## config.mk

```make
export PLATFORM = sky130hd
export DESIGN_NAME = loc_ctrl
export DESIGN_NICKNAME = d
export VERILOG_FILES = /design/src/hdl/loc_pkg.sv /design/src/hdl/loc_ram.sv /design/src/hdl/loc_cmp.sv /design/src/hdl/loc_ctrl.sv
export SDC_FILE = /design/constraint.sdc
export NUM_CORES = 1
export LEC_CHECK = 0
export BUFFER_PORTS_ARGS = -buffer_cell sky130_fd_sc_hd__buf_4
export CORE_ASPECT_RATIO = 1.1
export CORE_MARGIN = 5
export CORE_UTILIZATION = 30
export CTS_BUF_LIST = sky130_fd_sc_hd__clkbuf_8
export CTS_CLUSTER_SIZE = 10
export DETAILED_ROUTE_END_ITERATION = 10
export MAX_ROUTING_LAYER = met4
export PLACE_DENSITY_LB_ADDON = 0.08
export SLEW_MARGIN = 0
export SYNTH_ARGS = -nofsm -noshare
export SYNTH_HDL_FRONTEND = slang
export SYNTH_SLANG_ARGS = --single-unit
export TNS_END_PERCENT = 100
```

## constraint.sdc

```tcl
create_clock -name clk -period 2.35 [get_ports clk]
set_clock_uncertainty 0.05 [all_clocks]
set_input_delay 0.235 -clock clk [delete_from_list [all_inputs] [get_ports clk]]
set_output_delay 0.235 -clock clk [all_outputs]
set_load 0.005 [all_outputs]
```

## src/hdl/loc_pkg.sv

```systemverilog
// Package for the lock order checker: beat types, sequencer states and
// default parameter values. No dependencies.
`timescale 1ns / 1ps

package loc_pkg;

	localparam int DEPTH_DEFAULT      = 16;
	localparam int LEVEL_BITS_DEFAULT = 8;

	localparam logic MODE_ACQUIRE = 1'b0;
	localparam logic MODE_RELEASE = 1'b1;

	typedef struct packed {
		logic       mode;
		logic [7:0] level;
	} loc_in_t;

	typedef struct packed {
		logic       violation;
		logic [7:0] conflict_level;
		logic       dropped;
		logic       release_missed;
		logic [4:0] held_count;
	} loc_out_t;

	typedef enum logic [2:0] {
		ST_IDLE,
		ST_SCAN_RD,
		ST_SCAN_CHK,
		ST_APPEND,
		ST_SHIFT_RD,
		ST_SHIFT_WR,
		ST_DONE
	} loc_state_t;

endpackage

```

## src/hdl/loc_ram.sv

```systemverilog
// Single write port, single read port memory for the held lock levels.
// Read data is registered. Depends on nothing.
`timescale 1ns / 1ps

module loc_ram #(
	parameter int DEPTH = 16,
	parameter int WIDTH = 8,
	parameter int AW    = 4
) (
	input  logic             clk,
	input  logic             we,
	input  logic [AW-1:0]    waddr,
	input  logic [WIDTH-1:0] wdata,
	input  logic [AW-1:0]    raddr,
	output logic [WIDTH-1:0] rdata
);

	logic [WIDTH-1:0] mem_q [DEPTH];

	always_ff @(posedge clk) begin
		if (we) begin
			mem_q[waddr] <= wdata;
		end
	end

	always_ff @(posedge clk) begin
		rdata <= mem_q[raddr];
	end

endmodule

```

## src/hdl/loc_cmp.sv

```systemverilog
// Shared compare unit: checks one stored level against the event level.
// Gives greater-or-equal for acquires and equality for releases.
`timescale 1ns / 1ps

module loc_cmp #(
	parameter int WIDTH = 8
) (
	input  logic             mode,
	input  logic [WIDTH-1:0] stored,
	input  logic [WIDTH-1:0] level,
	output logic             hit
);

	import loc_pkg::*;

	always_comb begin
		if (mode == MODE_RELEASE) begin
			hit = (stored == level);
		end else begin
			hit = (stored >= level);
		end
	end

endmodule

```

## src/hdl/loc_ctrl.sv

```systemverilog
// Sequencer for the lock order checker: scans, appends and compacts the held
// list one entry at a time. Uses loc_pkg, loc_ram and loc_cmp.
`timescale 1ns / 1ps

module loc_ctrl #(
	parameter int DEPTH      = 16,
	parameter int LEVEL_BITS = 8
) (
	input  logic              clk,
	input  logic              arst_n,
	input  logic              start,
	input  loc_pkg::loc_in_t  req,
	output logic              idle,
	output logic              res_valid,
	input  logic              res_ready,
	output loc_pkg::loc_out_t res
);

	import loc_pkg::*;

	localparam int IW    = (DEPTH > 1) ? $clog2(DEPTH) : 1;
	localparam int CNT_W = $clog2(DEPTH + 1);

	loc_state_t state_q, state_n;

	logic                  mode_q, mode_n;
	logic [LEVEL_BITS-1:0] lvl_q, lvl_n;
	logic [CNT_W-1:0]      total_q, total_n;
	logic [CNT_W-1:0]      idx_q, idx_n;
	logic                  viol_q, viol_n;
	logic [LEVEL_BITS-1:0] conf_q, conf_n;
	logic                  drop_q, drop_n;
	logic                  miss_q, miss_n;

	logic [CNT_W-1:0]      scan_pos;
	logic                  we;
	logic [IW-1:0]         waddr;
	logic [LEVEL_BITS-1:0] wdata;
	logic [IW-1:0]         raddr;
	logic [LEVEL_BITS-1:0] rdata;
	logic                  hit;
	logic [31:0]           conf_wide;
	logic [31:0]           total_wide;

	loc_ram #(
		.DEPTH(DEPTH),
		.WIDTH(LEVEL_BITS),
		.AW   (IW)
	) u_ram (
		.clk  (clk),
		.we   (we),
		.waddr(waddr),
		.wdata(wdata),
		.raddr(raddr),
		.rdata(rdata)
	);

	loc_cmp #(
		.WIDTH(LEVEL_BITS)
	) u_cmp (
		.mode  (mode_q),
		.stored(rdata),
		.level (lvl_q),
		.hit   (hit)
	);

	assign scan_pos = (mode_q == MODE_RELEASE) ? idx_q - CNT_W'(1) : idx_q;

	always_ff @(posedge clk or negedge arst_n) begin
		if (!arst_n) begin
			state_q <= ST_IDLE;
			total_q <= '0;
		end else begin
			state_q <= state_n;
			total_q <= total_n;
		end
	end

	always_ff @(posedge clk) begin
		mode_q <= mode_n;
		lvl_q  <= lvl_n;
		idx_q  <= idx_n;
		viol_q <= viol_n;
		conf_q <= conf_n;
		drop_q <= drop_n;
		miss_q <= miss_n;
	end

	always_comb begin
		state_n   = state_q;
		mode_n    = mode_q;
		lvl_n     = lvl_q;
		total_n   = total_q;
		idx_n     = idx_q;
		viol_n    = viol_q;
		conf_n    = conf_q;
		drop_n    = drop_q;
		miss_n    = miss_q;
		we        = 1'b0;
		waddr     = '0;
		wdata     = lvl_q;
		raddr     = '0;
		idle      = 1'b0;
		res_valid = 1'b0;

		unique case (state_q)
			ST_IDLE: begin
				idle = 1'b1;
				if (start) begin
					mode_n = req.mode;
					lvl_n  = LEVEL_BITS'(req.level);
					viol_n = 1'b0;
					conf_n = '0;
					drop_n = 1'b0;
					miss_n = (req.mode == MODE_RELEASE);
					if (req.mode == MODE_RELEASE) begin
						idx_n   = total_q;
						state_n = (total_q == '0) ? ST_DONE : ST_SCAN_RD;
					end else begin
						idx_n   = '0;
						state_n = (total_q == '0) ? ST_APPEND : ST_SCAN_RD;
					end
				end
			end
			ST_SCAN_RD: begin
				raddr   = scan_pos[IW-1:0];
				state_n = ST_SCAN_CHK;
			end
			ST_SCAN_CHK: begin
				if (mode_q == MODE_RELEASE) begin
					idx_n = scan_pos;
					if (hit) begin
						miss_n = 1'b0;
						if (idx_q < total_q) begin
							state_n = ST_SHIFT_RD;
						end else begin
							total_n = total_q - CNT_W'(1);
							state_n = ST_DONE;
						end
					end else if (scan_pos == '0) begin
						state_n = ST_DONE;
					end else begin
						state_n = ST_SCAN_RD;
					end
				end else begin
					if (hit) begin
						viol_n  = 1'b1;
						conf_n  = rdata;
						state_n = ST_APPEND;
					end else begin
						idx_n   = idx_q + CNT_W'(1);
						state_n = (idx_q + CNT_W'(1) == total_q) ? ST_APPEND : ST_SCAN_RD;
					end
				end
			end
			ST_APPEND: begin
				if (total_q < CNT_W'(DEPTH)) begin
					we      = 1'b1;
					waddr   = total_q[IW-1:0];
					total_n = total_q + CNT_W'(1);
				end else begin
					drop_n = 1'b1;
				end
				state_n = ST_DONE;
			end
			ST_SHIFT_RD: begin
				raddr   = IW'(idx_q + CNT_W'(1));
				state_n = ST_SHIFT_WR;
			end
			ST_SHIFT_WR: begin
				we    = 1'b1;
				waddr = idx_q[IW-1:0];
				wdata = rdata;
				idx_n = idx_q + CNT_W'(1);
				if (idx_q + CNT_W'(2) < total_q) begin
					state_n = ST_SHIFT_RD;
				end else begin
					total_n = total_q - CNT_W'(1);
					state_n = ST_DONE;
				end
			end
			ST_DONE: begin
				res_valid = 1'b1;
				if (res_ready) begin
					state_n = ST_IDLE;
				end
			end
			default: begin
				state_n = ST_IDLE;
			end
		endcase
	end

	assign conf_wide  = 32'(conf_q);
	assign total_wide = 32'(total_q);

	always_comb begin
		res.violation      = viol_q;
		res.conflict_level = conf_wide[7:0];
		res.dropped        = drop_q;
		res.release_missed = miss_q;
		res.held_count     = total_wide[4:0];
	end

endmodule

```

=== Word-level counts from Yosys, hierarchy flattened ===
Memories as Yosys holds them, arrays and structs flattened. A register that Yosys moved wholly into a read port is not among the register bits.
Index checks and enable logic that the tools add are counted.

* Output and inout bits: 18
* Flip-flop bits (word level): 33
* Memories: 1
* Bits of input ports: 13
* Word-level logic and storage cells: 101
* Memory bits (writable): 128

* Muxes and demuxes: 50
* $add $sub $neg: 5
* Equality and inequality tests: 18
* Reductions and logical operators: 14
* Magnitude comparators: 4

{| class="wikitable"
|+ Memory list
! memory !! words !! width !! read ports !! clocked after Yosys merged registers in !! write ports !! line !! source
|-
| u_ram.mem_q || 16 || 8 || 1 || 1 || 1 || loc_ram.sv:18 || <nowiki>logic [WIDTH-1:0] mem_q [DEPTH];</nowiki>
|}

{| class="wikitable"
|+ Operator list
! kind !! number
|-
| two-way mux 5 bit || 10
|-
| two-way mux 8 bit || 4
|-
| one-hot mux 5 bit (3 select lines) || 2
|-
| two-way mux 3 bit || 7
|-
| one-hot mux 3 bit (7 select lines) || 1
|-
| inequality test 2 bit, second input constant || 9
|-
| one-hot mux 4 bit (2 select lines) || 2
|-
| one-hot mux 8 bit (2 select lines) || 1
|-
| two-way mux 1 bit || 13
|-
| adder 5 x 1 -> 5 bit, second input constant || 2
|-
| zero test 5 bit || 2
|-
| less-than comparator 5 bit || 2
|-
| two-way mux 2 bit || 5
|-
| subtractor 5 x 1 -> 5 bit, second input constant || 2
|-
| equality test 3 bit, second input constant || 3
|-
| equality test 8 bit || 1
|-
| >= comparator 8 bit || 1
|-
| one-hot mux 1 bit (2 select lines) || 4
|-
| AND reduction 4 bit || 2
|-
| equality test 3 x 2 -> 1 bit, second input constant || 2
|-
| AND reduction 3 bit || 2
|-
| AND reduction 6 bit || 1
|-
| nonzero test 3 bit || 2
|-
| adder 5 x 2 -> 5 bit, second input constant || 1
|-
| other kinds (8) || 10
|}

=== Logic depth before layout (Yosys ltp) ===
* Depth in word-level cells: 7
* Mapped depth: 10

=== Cells and area by module ===
A second synthesis with hierarchy kept.

* Cell total of the unflattened synthesis: 485
* Area total of the unflattened synthesis: 7762.4 µm²

{| class="wikitable"
|+ By module, submodules not included
! module !! cells an instance !! area an instance (µm²) !! times used !! seq. area each (µm²)
|-
| loc_ram || 229 || 5147.4 || 1 || 4003.8
|-
| loc_ctrl || 228 || 2409.8 || 1 || 950.9
|-
| loc_cmp || 28 || 205.2 || 1 || 0.0
|}

=== Worst setup path after synthesis ===
OpenSTA, ideal clock, no wires.

* Kind: reg2reg
* Start point: register idx_q[2]
* End point: register total_q[1]
* Cell stages (with the launch flop): 11
* Clock period less this slack: 2.451 ns
* Path buffers: 1
* Arrival: 2.277 ns
* Data required time: 2.175 ns
* Path slack: -0.101 ns
* Path through: edfxtp_1 > buf_2 > inv_1 > ha_1 > ha_1 > o21ai_0 > a21oi_1 > o31ai_1 > nor2b_1 > nor3_2 > mux2_2

* Word-level cells in the longest chain between the ends: 4
* Elaborated cells between the ends (all ways): 6
* Classes of those cells: add/sub: 1; order compare: 2; eq/ne: 2; reduce/logical: 1

{| class="wikitable"
|+ RTL lines
! what !! line !! source
|-
| start: declaration || loc_ctrl.sv:29 || <nowiki>logic [CNT_W-1:0] idx_q, idx_n;</nowiki>
|-
| start signal: assignment || loc_ctrl.sv:82 || <nowiki>idx_q <= idx_n;</nowiki>
|-
| adder 5 x 2 -> 5 bit || loc_ctrl.sv:175 || <nowiki>if (idx_q + CNT_W'(2) < total_q) begin</nowiki>
|-
| less-than comparator 5 bit || loc_ctrl.sv:175 ||
|-
| inequality test 2 bit (no line) || - ||
|-
| AND reduction 6 bit (no line) (*) || - ||
|-
| end signal: assignment || loc_ctrl.sv:75 || <nowiki>total_q <= total_n;</nowiki>
|-
| end: declaration || loc_ctrl.sv:28 || <nowiki>logic [CNT_W-1:0] total_q, total_n;</nowiki>
|}

Mark *: on every way between the ends. The rest lies on a longest branch, timed or not.
A chain may end at the register's enable or synchronous reset.

=== Worst setup path in the final report ===
* Start point: register idx_q[1]
* End point: register total_q[1]

The elaborated chain is that of the path after synthesis.

==> flow_summary.yaml <==
outcome:
  status: "finished with violations"
  violations: "setup timing"
grt:
  overflow: 0
  antenna_found_initial: 0
  grt_max_degree: 20
  track_usage: 0.149
  grt_pass1_wl_mm: 30.7
  first_global_vias: 5035
floorplanning:
  initial_core_util: 0.304
  fp.coreArea_um2: 25300
  rows: 61
  ios: 31
  fp.dieH_um: 178
  die_area_um2: 28900
  die_w_um: 162
sta:
  worst_pin_slew_ns: 0.449
  rsz0062_at_grt: "yes"
  final_max_slew_viol_count: 0
  setup_viol: 3
  holdWs_ns: 0.0886
  hold_viol: 0
  min_period_ns: 2.39
  slew_headroom: 0.697
  max_freq_ghz: 0.419
  fin_crit_sh: 1.02
  fin_ws_ns: -0.0360
drt:
  drt_wl_total_mm: 20.1
  drt_iter0_markers: 265
  wl_per_cell_um: 20.0
  antenna_left: 0
  drc_errors: 0
  num_vias: 4663
  vias_per_cell: 4.64
  drt_pass1_iterations: 4
worst_setup_path:
  crit_fanout: 3
  cp-startpoint: "idx_q[1]$_DFFE_PP_"
  end_kind: "register"
  path_class: "register to register"
  slowest_delay_ns: 0.43
  critPathSlowestCell: "edfxtp_1"
  required_ns: 2.65
  start_kind: "register"
  critPathMostFrequentCell: "buf_6"
  path_cells: "inv_2 > buf_6 > buf_6 > ha_4 > o21bai_1 > a21o_1 > a211oi_2 > o31a_1 > nor3_4 > mux2_4"
  r2r_start: "idx_q[1]$_DFFE_PP_"
  cp.arrival_ns: 2.68
logic_synthesis:
  async_reset_ff_frac: 0.0473
  synth_ff_type: "edfxtp_1"
  syn-num-nets: 539
  yosysTopAreaCell: "edfxtp_1"
  ys_seq_elements: 169
  syn_inst: 496
  synthTopCellsByArea: "edfxtp_1 (60%), mux4_2 (9.4%), ha_1 (4.7%)"
  post_synth.cell_area_avg_um2: 15.5
  synth-seq-area-share: 0.646
  netlist_top_cells_count: "edfxtp_1 (153), mux4_2 (32), nand2_1 (31)"
  synth_top_area_frac: 0.599
  synth.distinct_cells: 57
  yosys_warnings: 0
  synth_edf_count: 153
  syn_area_um2: 7670
  yosysMostFrequentCell: "edfxtp_1"
clock_tree:
  cts_tree: "done"
  htreeDepth: 4
  clock-root-buffer: "clkbuf_8"
  clockBufferDepth: 2
  path_clk_slew_ns: 0.11
  numCtsBuffers: 17
  clock_latency_ns: 0.45
  clock_sinks: 169
pwr:
  power_density_nw_per_um2: 1240
  p_leak_nw: 3.63
  irDropWorstVdd_uv: 385
  p_total_mw: 12.5
worst_hold_path:
  hold_class: "input pin to asynchronous set/reset pin"
place:
  place_ws_ns: -0.233
  portBuffers: 30
  gp_congestion: 0.813
  dp.cells: 948
  dp_hpwl_mm: 14.4
layout:
  layout-drive-gt1-share: 0.408
  num-fill-cells: 2378
  diodes: 0
  area_delta_synth_final_pct: 31.3
  stdcell_count: 1006
  finish.net_count: 690
flow_run:
  timing.max_cap.violations: 0
-- worst max-delay path: cells and delay by family, from the launching register on --
family          cells  cell delay, ns
simple gates        1            0.20
mux                 1            0.32
compound gates      4            0.77
buf+inv             3            0.32
flops               1            0.43
fa+ha+maj           1            0.18
-- layout by cell type, fill, tap and decap left out, types with 5 or more instances in the layout --
cell type and count:
o21ai_0 14, mux2i_1 22, nand2_1 27, a22o_1 5, ha_1 24, clkbuf_8 17, dfrtp_1 7, and2_1 12
nand3_1 7, buf_4 113, inv_2 5, buf_12 8, dfxtp_1 8, xor2_1 5, buf_6 18, nor2_1 16
edfxtp_1 153, inv_8 5, nor3_1 5, nor2_4 6, dlygate4sd3_1 10, nor2_2 8, xnor2_1 10, inv_1 17
mux4_2 32, a21oi_1 11
-- final cells by class --
type	instances	area [µm²]	area share
clock inverters	15	170	0.0169
multi-input cells	284	2790	0.277
clock buffers	17	234	0.0232
well taps	346	433	0.0430
inverters	22	82.6	0.00820
flip-flops and latches	169	4960	0.492
repair buffers	153	1410	0.140
-- sequential cells by signal, indices dropped and copies added (netlist names) --
signal	flops
miss_q	1
u_ram.rdata	8
mode_q	1
viol_q	1
drop_q	1
conf_q	8
idx_q	5
u_ram.mem_q	128
total_q	5
lvl_q	8
state_q	3
-- layer usage --
metal,global-route usage,vias to the layer above,wire (µm)
met5,-,-,0
met3,0.0283,11,881
li1,-,2215,-
met4,0.0345,0,182
met1,0.180,2348,8510
met2,0.258,89,10500
-- per-stage QoR --
| stage | setup TNS (ns) | cell area (µm²) | util |
|---|---|---|---|
| after floorplan | -0.910 | 7690 | - |
| after global placement | -3.81 | 9030 | 0.357 |
| after detailed placement | -5.06 | 9030 | 0.357 |
| after CTS | -0.342 | 9870 | 0.391 |
| after global routing | -1.29 | 10100 | 0.399 |
| final | -0.0740 | 10100 | 0.399 |
-- report_power, final --
part | switching, mW | internal [mW] | total (mW)
clock | 1.26 | 0.820 | 2.08
combinational | 3.11 | 3.24 | 6.36
sequential | 0.224 | 3.87 | 4.09
total | 4.59 | 7.93 | 12.5
-- path summary, 6_finish.rpt --
check	depth (start not counted)	to	slack (ns)
max	10	total_q[1]$_DFFE_PN0P_	-0.04
min	2	total_q[2]$_DFFE_PN0P_	0.09
max reg2reg	10	total_q[1]$_DFFE_PN0P_	-0.04
min reg2reg	2	conf_q[0]$_SDFFCE_PN0P_	0.55
max in group asynchronous	2	state_q[2]$_DFFE_PN0P_	2.01
min in group clk	3	state_q[2]$_DFFE_PN0P_	0.10
-- kinds of logic after synthesis --
kind of cell	Yosys count	share of synthesized area
AO/OA/AOI/OAI	64	0.0550
AND/OR/NAND/NOR	113	0.0719
XOR/XNOR	16	0.0183
flip-flops	169	0.646
adder cells (fa/ha/maj)	30	0.0499
buffers and inverters	43	0.0271
multiplexers	61	0.132
-- what timing repair did --
| item | 4_1_cts | 5_1_grt |
|---|---|---|
| pin swaps | 16 | 15 |
| hold buffers | 10 | 0 |
| setup endpoints to repair | 147 | 151 |
| endpoints found under the hold margin | 17 | 0 |
| setup buffers | 9 | 5 |
| resized for setup | 52 | 40 |
| cloned | 2 | 1 |
(Power assumes the default switching activity.)
